### src/rtl/rau_pkg.sv
// rau_pkg: shared types, codes and constants of the rational arithmetic unit
// no dependencies; imported by rau_gcd, rau_div, rational_arithmetic_unit_core, its checker and its test
package rau_pkg;

	localparam int WORD_BITS = 32;
	localparam int DW        = 64;
	localparam int DIV_CNT_W = $clog2(DW + 1);
	localparam int SHIFT_W   = $clog2(DW);

	localparam logic [DW-1:0] RES_LIM = DW'(1) << (WORD_BITS - 1);
	localparam logic [32:0]   CAP_LIM = 33'd2147483648;
	localparam logic [32:0]   CAP_SAT = 33'd2147483649;

	localparam logic [2:0] OP_ADD = 3'd0;
	localparam logic [2:0] OP_MUL = 3'd1;
	localparam logic [2:0] OP_NEG = 3'd2;
	localparam logic [2:0] OP_INV = 3'd3;
	localparam logic [2:0] OP_POW = 3'd4;
	localparam logic [2:0] OP_CMP = 3'd5;

	localparam logic [1:0] REL_EQ = 2'd0;
	localparam logic [1:0] REL_LT = 2'd1;
	localparam logic [1:0] REL_GT = 2'd2;

	localparam logic [1:0] ST_OK   = 2'd0;
	localparam logic [1:0] ST_OVF  = 2'd1;
	localparam logic [1:0] ST_ZDEN = 2'd2;

	typedef struct packed {
		logic [2:0]         op;
		logic signed [31:0] a_num;
		logic [30:0]        a_den;
		logic signed [31:0] b_num;
		logic [30:0]        b_den;
		logic signed [7:0]  exponent;
	} rau_cmd_t;

	typedef struct packed {
		logic signed [31:0] res_num;
		logic [30:0]        res_den;
		logic [1:0]         relation;
		logic [1:0]         status;
	} rau_rsp_t;

	// request to an iterative unit and its answer
	typedef struct packed {
		logic          start;
		logic [DW-1:0] x;
		logic [DW-1:0] y;
	} unit_req_t;

	typedef struct packed {
		logic          done;
		logic [DW-1:0] value;
	} unit_rsp_t;

	typedef enum logic [4:0] {
		S_IDLE,
		S_RED_G,
		S_RED_GW,
		S_RED_DX,
		S_RED_DXW,
		S_RED_DY,
		S_RED_DYW,
		S_P1,
		S_P2,
		S_P3,
		S_PM,
		S_SUM,
		S_CMP,
		S_POW_INIT,
		S_POW_CHK,
		S_POW_RM,
		S_POW_RD,
		S_POW_SH,
		S_POW_XM,
		S_POW_XD,
		S_POW_END,
		S_FIN
	} state_t;

endpackage

### src/rtl/rau_div.sv
// rau_div: restoring divider, 64-bit quotient, one quotient bit per cycle
// depends on rau_pkg
module rau_div
	import rau_pkg::*;
(
	input  logic      clk,
	input  logic      arst_n,
	input  unit_req_t req,
	output unit_rsp_t rsp
);

	logic                 busy_q;
	logic                 done_q;
	logic [DIV_CNT_W-1:0] cnt_q;
	logic [DW:0]          rem_q;
	logic [DW-1:0]        quo_q;
	logic [DW-1:0]        d_q;
	logic [DW:0]          shifted;
	logic [DW:0]          diff;
	logic                 ge;

	assign shifted = {rem_q[DW-1:0], quo_q[DW-1]};
	assign ge      = shifted >= {1'b0, d_q};
	assign diff    = shifted - {1'b0, d_q};

	always_ff @(posedge clk or negedge arst_n) begin
		if (!arst_n) begin
			busy_q <= 1'b0;
			done_q <= 1'b0;
			cnt_q  <= '0;
		end else begin
			done_q <= 1'b0;
			if (req.start) begin
				busy_q <= 1'b1;
				cnt_q  <= DIV_CNT_W'(DW);
			end else if (busy_q) begin
				cnt_q <= cnt_q - 1'b1;
				if (cnt_q == DIV_CNT_W'(1)) begin
					busy_q <= 1'b0;
					done_q <= 1'b1;
				end
			end
		end
	end

	always_ff @(posedge clk) begin
		if (req.start) begin
			rem_q <= '0;
			quo_q <= req.x;
			d_q   <= req.y;
		end else if (busy_q) begin
			rem_q <= ge ? diff : shifted;
			quo_q <= {quo_q[DW-2:0], ge};
		end
	end

	assign rsp.done  = done_q;
	assign rsp.value = quo_q;

endmodule

### config.mk
export PLATFORM = sky130hd
export DESIGN_NAME = rau_div
export DESIGN_NICKNAME = d
export VERILOG_FILES = /design/src/rtl/rau_pkg.sv /design/src/rtl/rau_div.sv
export SDC_FILE = /design/constraint.sdc
export NUM_CORES = 1
export LEC_CHECK = 0
export BUFFER_PORTS_ARGS = -buffer_cell sky130_fd_sc_hd__buf_2
export CAP_MARGIN = 20
export CORE_MARGIN = 2
export CORE_UTILIZATION = 51
export CTS_BUF_LIST = sky130_fd_sc_hd__clkbuf_16
export CTS_CLUSTER_DIAMETER = 40
export DETAILED_ROUTE_END_ITERATION = 7
export PLACE_DENSITY = 0.75
export REMOVE_ABC_BUFFERS = 1
export SYNTH_ARGS = -nofsm -noshare
export SYNTH_HDL_FRONTEND = slang
export SYNTH_SLANG_ARGS = --single-unit
### constraint.sdc
create_clock -name clk -period 2.8 [get_ports clk]
set_input_delay 0.56 -clock clk [delete_from_list [all_inputs] [get_ports clk]]
set_output_delay 0.56 -clock clk [all_outputs]
set_load 0.01 [all_outputs]
==> results_dict.tcl, run 1 <==
set metrics [dict create \
    outcome "finished with violations" \
    violations "setup timing" \
    synthFlopType "edfxtp_1" \
    fin_hold_ws_ns 0.161 \
    slew_viol_final 0 \
    cpMaxStageDelayCell "a211oi_2" \
    drc 0 \
    cts_root_buffer "clkbuf_16" \
    rsz0062_at_grt "true" \
    fmax_mhz 317 \
    synth_edf_count 128 \
    vias 11331 \
    min_from "req[21]" \
    max-cap-violations 0 \
    synth_area_per_cell_um2 9.48 \
    worstReg2RegStart "d_q[28]$_DFFE_PP_" \
    synthXorXnorAreaFrac 0.0444 \
    nets 1868 \
    yosysWarnings 0 \
    cts-buffers-inserted 30 \
    yosysUniqueCellTypes 71 \
    power_density_nw_per_um2 589 \
    syn_to_final_growth_pct 42.2 \
    reg2reg_depth 14 \
    cp-end-kind "flip-flop" \
    setup_violations 65 \
    grt_overflow 0 \
    synthTopCellsByCount "nand2_1 (143), edfxtp_1 (128), inv_1 (92), nor2_1 (90), a21oi_1 (82)" \
    numPortBuffers 195 \
    dp_hpwl_um 25100 \
    synthAdderAreaFrac 0.0702 \
    power_mw 10.1 \
    cts_buffer_depth 3 \
    cellLeakagePower_nw 7.61 \
    antenna_found_initial 1 \
    synth_compound_area_frac 0.170 \
    syn_area_um2 12000 \
    start_util 0.516 \
    clk_transition_reported_paths_ns 0.06 \
    r2r-end "rem_q[36]$_SDFFE_PP0P_" \
    hold_path_class "input pin to flip-flop" \
    drt-total-wl_um 36100 \
    yosys_register_bits 201 \
    grt_max_degree 69 \
    wl_per_cell_um 17.9 \
    layout-drive-gt1-share 0.415 \
    num_io_pins 196 \
    fin_tns_setup_ns -16.88 \
    ir_drop_mv 0.536 \
    die_h_um 158 \
    worstSkewPairLatency_ns 0.57 \
    synthCells 1270 \
    clock_skew_ns 0.0212 \
    worstPathRequired_ns 3.25 \
    seq_area_frac_synth 0.444 \
    cts_sinks 201 \
    synth.area.top_cells "edfxtp_1 (32%), dfxtp_1 (11%), ha_1 (6.9%), mux2_2 (6.0%), nand2_1 (4.5%)" \
    cp_cell_sequence "inv_1, ha_1, nand2_1, o21a_1, o21ai_0, a31oi_1, buf_4, o221a_1, a211oi_2, a2bb2oi_4, buf_4, buf_12, nand2_1, a311oi_1" \
    worstMarginPinSlew_ns 0.570 \
    synth_area_leader_cell "edfxtp_1" \
    grt_pass1_vias 11344 \
    ant_nets 0 \
    ff2ff_setup_slack_ns -0.36 \
    drtIter0Drc 751 \
    cts_tree "yes" \
    gr-usage-all-layers 0.275 \
    crit_type "flip-flop to flip-flop" \
    async_flop_share 0.0448 \
    critPathBufInv 4 \
    grt_pass1_wl_um 54900 \
    setup_slack_ns -0.356 \
    arrival_ns 3.61 \
    routabilityCongestion 0.974 \
    viasPerCell 5.63 \
    firstDrtPassIters 5 \
    layout_min_cycle_time_ns 3.16 \
    synth_top_area_share 0.319 \
    die_area_um2 24900 \
    worst_path_dominant_cell_family "compound AO/OA/AOI/OAI gates" \
    crit_fanout 11 \
    die_x_um 158 \
    synth_most_common_cell "nand2_1" \
    slew_headroom 0.616 \
    synthMuxAreaShare 0.0615 \
    slowest_delay_ns 0.36 \
    htreeDepth 1 \
    finalHoldViolCount 0 \
    finalCritPeriodShare 1.13 \
    final_util 0.734 \
    synth_top_family_by_area "compound AO/OA/AOI/OAI gates" \
    fp.coreArea_um2 23300 \
    hold_depth 1 \
    rows 56 \
    synth-simple-area-share 0.155 \
    dpl_worst_slack_ns -0.448 \
    start_kind "flip-flop" \
    holdPathEnd "d_q[21]$_DFFE_PP_" \
]
[sequential cells by signal, indices dropped and copies added, names as in the netlist]
signal  cells
quo_q      64
cnt_q       7
d_q        64
rem_q      64
busy_q      1
done_q      1
[through the flow]
step,instances,area [um2]
2_1_floorplan,1195,11700
3_3_place_gp,1934,14900
3_5_place_dp,1934,14900
4_1_cts,2004,16500
5_1_grt,2013,17100
6_report,2014,17100
[area by class of cell]
class | instances | area [um2]
Multi-Input combinational cell | 901 | 6910
Fill cell | 1636 | 6200
Sequential cell | 201 | 5350
Timing Repair Buffer | 443 | 3060
Clock buffer | 30 | 751
Tap cell | 319 | 399
Inverter | 93 | 352
Clock inverter | 26 | 300
Antenna cell | 1 | 2.50
[worst max path at each step]
| stage | from | depth (start not counted) | slack, ns | endpoint |
|---|---|---|---|---|
| after floorplan | d_q[43]$_DFFE_PP_ | 11 | -1.86 | rem_q[23]$_SDFFE_PP0P_ |
| after global placement | d_q[2]$_DFFE_PP_ | 15 | -0.44 | rem_q[63]$_SDFFE_PP0P_ |
| after detailed placement | d_q[9]$_DFFE_PP_ | 13 | -0.45 | quo_q[0]$_DFFE_PP_ |
| after CTS | d_q[3]$_DFFE_PP_ | 14 | -0.27 | quo_q[0]$_DFFE_PP_ |
| after global routing | d_q[40]$_DFFE_PP_ | 12 | -0.47 | rem_q[36]$_SDFFE_PP0P_ |
| final | d_q[28]$_DFFE_PP_ | 14 | -0.36 | rem_q[36]$_SDFFE_PP0P_ |
[report_power, final]
group	switching [mW]	internal (mW)	total [mW]
clock	1.48	2.37	3.86
sequential	0.203	3.51	3.72
combinational	1.31	1.21	2.52
total	3.00	7.10	10.1
[layout by cell type (no fill, tap or decap), types with 21 or more instances in the layout]
master / netlist / final
inv_1: 92 / 87
buf_2: 17 / 194
xnor2_1: 41 / 37
a21o_1: 35 / 35
edfxtp_1: 128 / 128
buf_4: 2 / 225
mux2_2: 64 / 63
o21ai_0: 39 / 30
nand3_2: 0 / 21
ha_1: 66 / 46
nand4_1: 26 / 26
a21oi_1: 82 / 71
dfxtp_1: 64 / 64
nand2_1: 143 / 132
nor2_1: 90 / 88
clkbuf_16: 0 / 32
nand3_1: 61 / 38
[metal layers]
metal / vias to the layer above / part of all wire / track usage
met1: 5378 / 0.41 / 0.333
met3: 83 / 0.076 / 0.0668
met4: 0 / 0.032 / 0.0961
li1: 5431 / - / -
met2: 439 / 0.49 / 0.477
met5: - / 0 / 0
[timing repair]
action	CTS	global route
endpoints found under the setup margin	65	65
cloned	1	2
pin swaps	51	48
gates resized for setup	71	107
hold endpoints to repair	9	0
hold buffers	1	0
buffers inserted	12	9
[kinds of logic (layout without fill, tap and decap cells)]
kind of cell,Yosys count,count (layout)
AOI/OAI and AO/OA,301,301
DFF,201,201
adders and majority gates,67,67
xor gates and xnor gates,61,61
buffers and inverters,168,592
other,0,1
and+or+nand+nor,406,406
muxes,66,66
Power figures use the tool's default switching activity.
==> inputs of run 2 (changes only) <==
--- a/config.mk
+++ b/config.mk
@@ -5,14 +5,14 @@
 export SDC_FILE = /design/constraint.sdc
 export NUM_CORES = 1
 export LEC_CHECK = 0
+export ABC_AREA = 1
 export BUFFER_PORTS_ARGS = -buffer_cell sky130_fd_sc_hd__buf_2
 export CAP_MARGIN = 20
 export CORE_MARGIN = 2
 export CORE_UTILIZATION = 51
-export CTS_BUF_LIST = sky130_fd_sc_hd__clkbuf_16
 export CTS_CLUSTER_DIAMETER = 40
 export DETAILED_ROUTE_END_ITERATION = 7
-export PLACE_DENSITY = 0.75
+export PLACE_DENSITY = 0.74
 export REMOVE_ABC_BUFFERS = 1
 export SYNTH_ARGS = -nofsm -noshare
 export SYNTH_HDL_FRONTEND = slang
==> run 2 against run 1 <==
  * The run now ends clean
  * First-iteration DRC count grew 42%
  * Via count rose by 22%
  * Die area increased by 19%
  * Synthesized cell count is 72% higher
==> results_dict.tcl, run 2 <==
set metrics [dict create \
    die_x_um 172 \
    rows 61 \
    num_io_pins 196 \
    layout_commonest_cell "nand2_1" \
    cp_cell_sequence "inv_1, ha_1, nand2_1, nor2_1, nand2_1, nor3_1, nand2_1, nand2_1, nor2_4, nand2_4, buf_12, nand3_1, nand2_1, nand2_1" \
    yosys_register_bits 201 \
    drtIter0Drc 1069 \
    syn_area_um2 14300 \
    worstMarginPinSlew_ns 0.574 \
    slew_headroom 0.614 \
    fp.coreArea_um2 27700 \
    routabilityCongestion 1.03 \
    start_util 0.518 \
    synthAdderAreaFrac 0.0590 \
    top_regs "d_q (64), quo_q (64), rem_q (64)" \
    viasPerCell 4.98 \
    synth-simple-area-share 0.365 \
    critPathBufInv 2 \
    clk_transition_reported_paths_ns 0.05 \
    synth_area_leader_cell "edfxtp_1" \
    dp.cells 2730 \
    drc 0 \
    synth_area_per_cell_um2 6.56 \
    seq_area_frac_synth 0.373 \
    synth_top_family_by_area "simple AND/OR/NAND/NOR gates" \
    dp_hpwl_um 34400 \
    synthXorXnorAreaFrac 0.0189 \
    vias 13877 \
    yosysUniqueCellTypes 38 \
    slew_viol_final 0 \
    cts-buffers-inserted 31 \
    worst_path_dominant_cell_family "simple AND/OR/NAND/NOR gates" \
    layout-drive-gt1-share 0.128 \
    synth_edf_count 128 \
    ir_drop_mv 0.580 \
    post_cts_buffers 0 \
    firstDrtPassIters 7 \
    clock_skew_ns 0.0163 \
    slowest_delay_ns 0.43 \
    arrival_ns 3.08 \
    numPortBuffers 195 \
    async_flop_share 0.0448 \
    htreeDepth 1 \
    cellLeakagePower_nw 9.41 \
    most-common-layout-cells "nand2_1 (904), inv_1 (447), buf_2 (194), nand3_1 (152), edfxtp_1 (128)" \
    setup_violations 0 \
    yosysWarnings 0 \
    worstPathRequired_ns 3.26 \
    drt-total-wl_um 43700 \
    crit_type "flip-flop to flip-flop" \
    synthMuxAreaShare 0 \
    synthCells 2185 \
    final_util 0.606 \
    synthTopCellsByCount "nand2_1 (906), inv_1 (448), nand3_1 (153), edfxtp_1 (128), nor2_1 (112)" \
    synth_compound_area_frac 0.0438 \
    nets 2584 \
    die_area_um2 29500 \
    synth_top_area_share 0.268 \
    power_density_nw_per_um2 498 \
    crit_top_cell "nand2_1" \
    cts_root_buffer "clkbuf_16" \
    crit_fanout 36 \
    die_h_um 172 \
    synth_most_common_cell "nand2_1" \
    finalHoldViolCount 0 \
    cts_sinks 201 \
    cpMaxStageDelayCell "ha_1" \
    synth.area.top_cells "edfxtp_1 (27%), nand2_1 (24%), inv_1 (12%), dfxtp_1 (8.9%), ha_1 (5.8%)" \
    max-cap-violations 0 \
    cp-end-kind "flip-flop" \
    fmax_mhz 382 \
    gr-usage-all-layers 0.296 \
    worstSkewPairLatency_ns 0.57 \
    rsz0062_at_grt "false" \
    synthFlopType "edfxtp_1" \
    hold_path_class "input pin to flip-flop" \
    syn_to_final_growth_pct 17.1 \
    ant_nets 0 \
    start_kind "flip-flop" \
    outcome "completed" \
    power_mw 8.36 \
    finalCritPeriodShare 0.935 \
    design_area_um2 16800 \
    grt_pass1_wl_um 68300 \
    layout_min_cycle_time_ns 2.62 \
    place_area_um2 15700 \
    wl_per_cell_um 15.7 \
    antenna_found_initial 1 \
    cts_tree "yes" \
    num_antenna_cells 0 \
    grt_pass1_vias 13263 \
    grt_max_degree 73 \
    grt_overflow 0 \
    layoutNonFillerInstCount 2789 \
    cts_buffer_depth 3 \
]
run 2: path summary, 6_finish.rpt:
path / end / depth (start not counted) / slack [ns] / start
setup / recovery: rem_q[51]$_SDFFE_PP0P_ / 14 / 0.18 / d_q[50]$_DFFE_PP_
hold / removal: d_q[51]$_DFFE_PP_ / 1 / 0.17 / req[51]
setup reg to reg: rem_q[51]$_SDFFE_PP0P_ / 14 / 0.18 / d_q[50]$_DFFE_PP_
hold reg to reg: rem_q[59]$_SDFFE_PP0P_ / 2 / 0.47 / rem_q[59]$_SDFFE_PP0P_
max in group asynchronous: done_q$_DFF_PN0_ / 2 / 2.22 / arst_n
min in group asynchronous: cnt_q[1]$_DFFE_PN0P_ / 2 / 0.39 / arst_n
run 2: layer usage:
metal | track usage | wire, um | up-vias
met1 | 0.381 | 18400 | 6157
met3 | 0.0520 | 3520 | 96
met2 | 0.494 | 19900 | 547
met5 | 0 | 0 | -
met4 | 0.120 | 1860 | 0
li1 | - | - | 7077
run 2: metrics by stage:
| step | hold WS (ns) | setup TNS, ns | worst slack [ns] |
|---|---|---|---|
| after detailed placement | 0.422 | 0 | 0.0975 |
| after global routing | 0.149 | 0 | 0.00319 |
| after floorplan | 0.264 | -104.73 | -1.11 |
| after CTS | 0.143 | 0 | 0.0678 |
| final | 0.165 | 0 | 0.181 |
| after global placement | 0.424 | 0 | 0.154 |
run 2: cell families (layout without fill, tap and decap cells):
family                   count (synthesis)  in the layout
AO/OA/AOI/OAI                          117            117
buffers and inverters                  502            728
AND/OR/NAND/NOR                       1267           1267
flip-flops                             201            201
XOR/XNOR                                31             31
adder cells (fa/ha/maj)                 67             67
run 2: worst reg2reg max path, delay by kind of cell (launching register included):
family / cells / cell delay [ns]
adders and majority gates: 1 / 0.43
buffers and inverters: 2 / 0.26
DFF: 1 / 0.32
and+or+nand+nor: 11 / 1.50
run 2: layout make-up:
class | count | area (um2)
clock buffers | 36 | 805
clock inverters | 22 | 233
fillers | 2687 | 10900
inverters | 453 | 1700
multi-input cells | 1482 | 7000
flip-flops and latches | 201 | 5350
well taps | 378 | 473
repair buffers | 217 | 1240
run 2: power breakdown:
group	switching [mW]	internal, mW
logic	0.672	0.394
registers	0.116	3.39
clock network	1.50	2.29
run 2: timing repair:
| action | in CTS | in global routing |
|---|---|---|
| resized for setup | 0 | 9 |
| hold endpoints to repair | 9 | 0 |
| hold buffers | 1 | 0 |
| setup endpoints to repair | 0 | 65 |
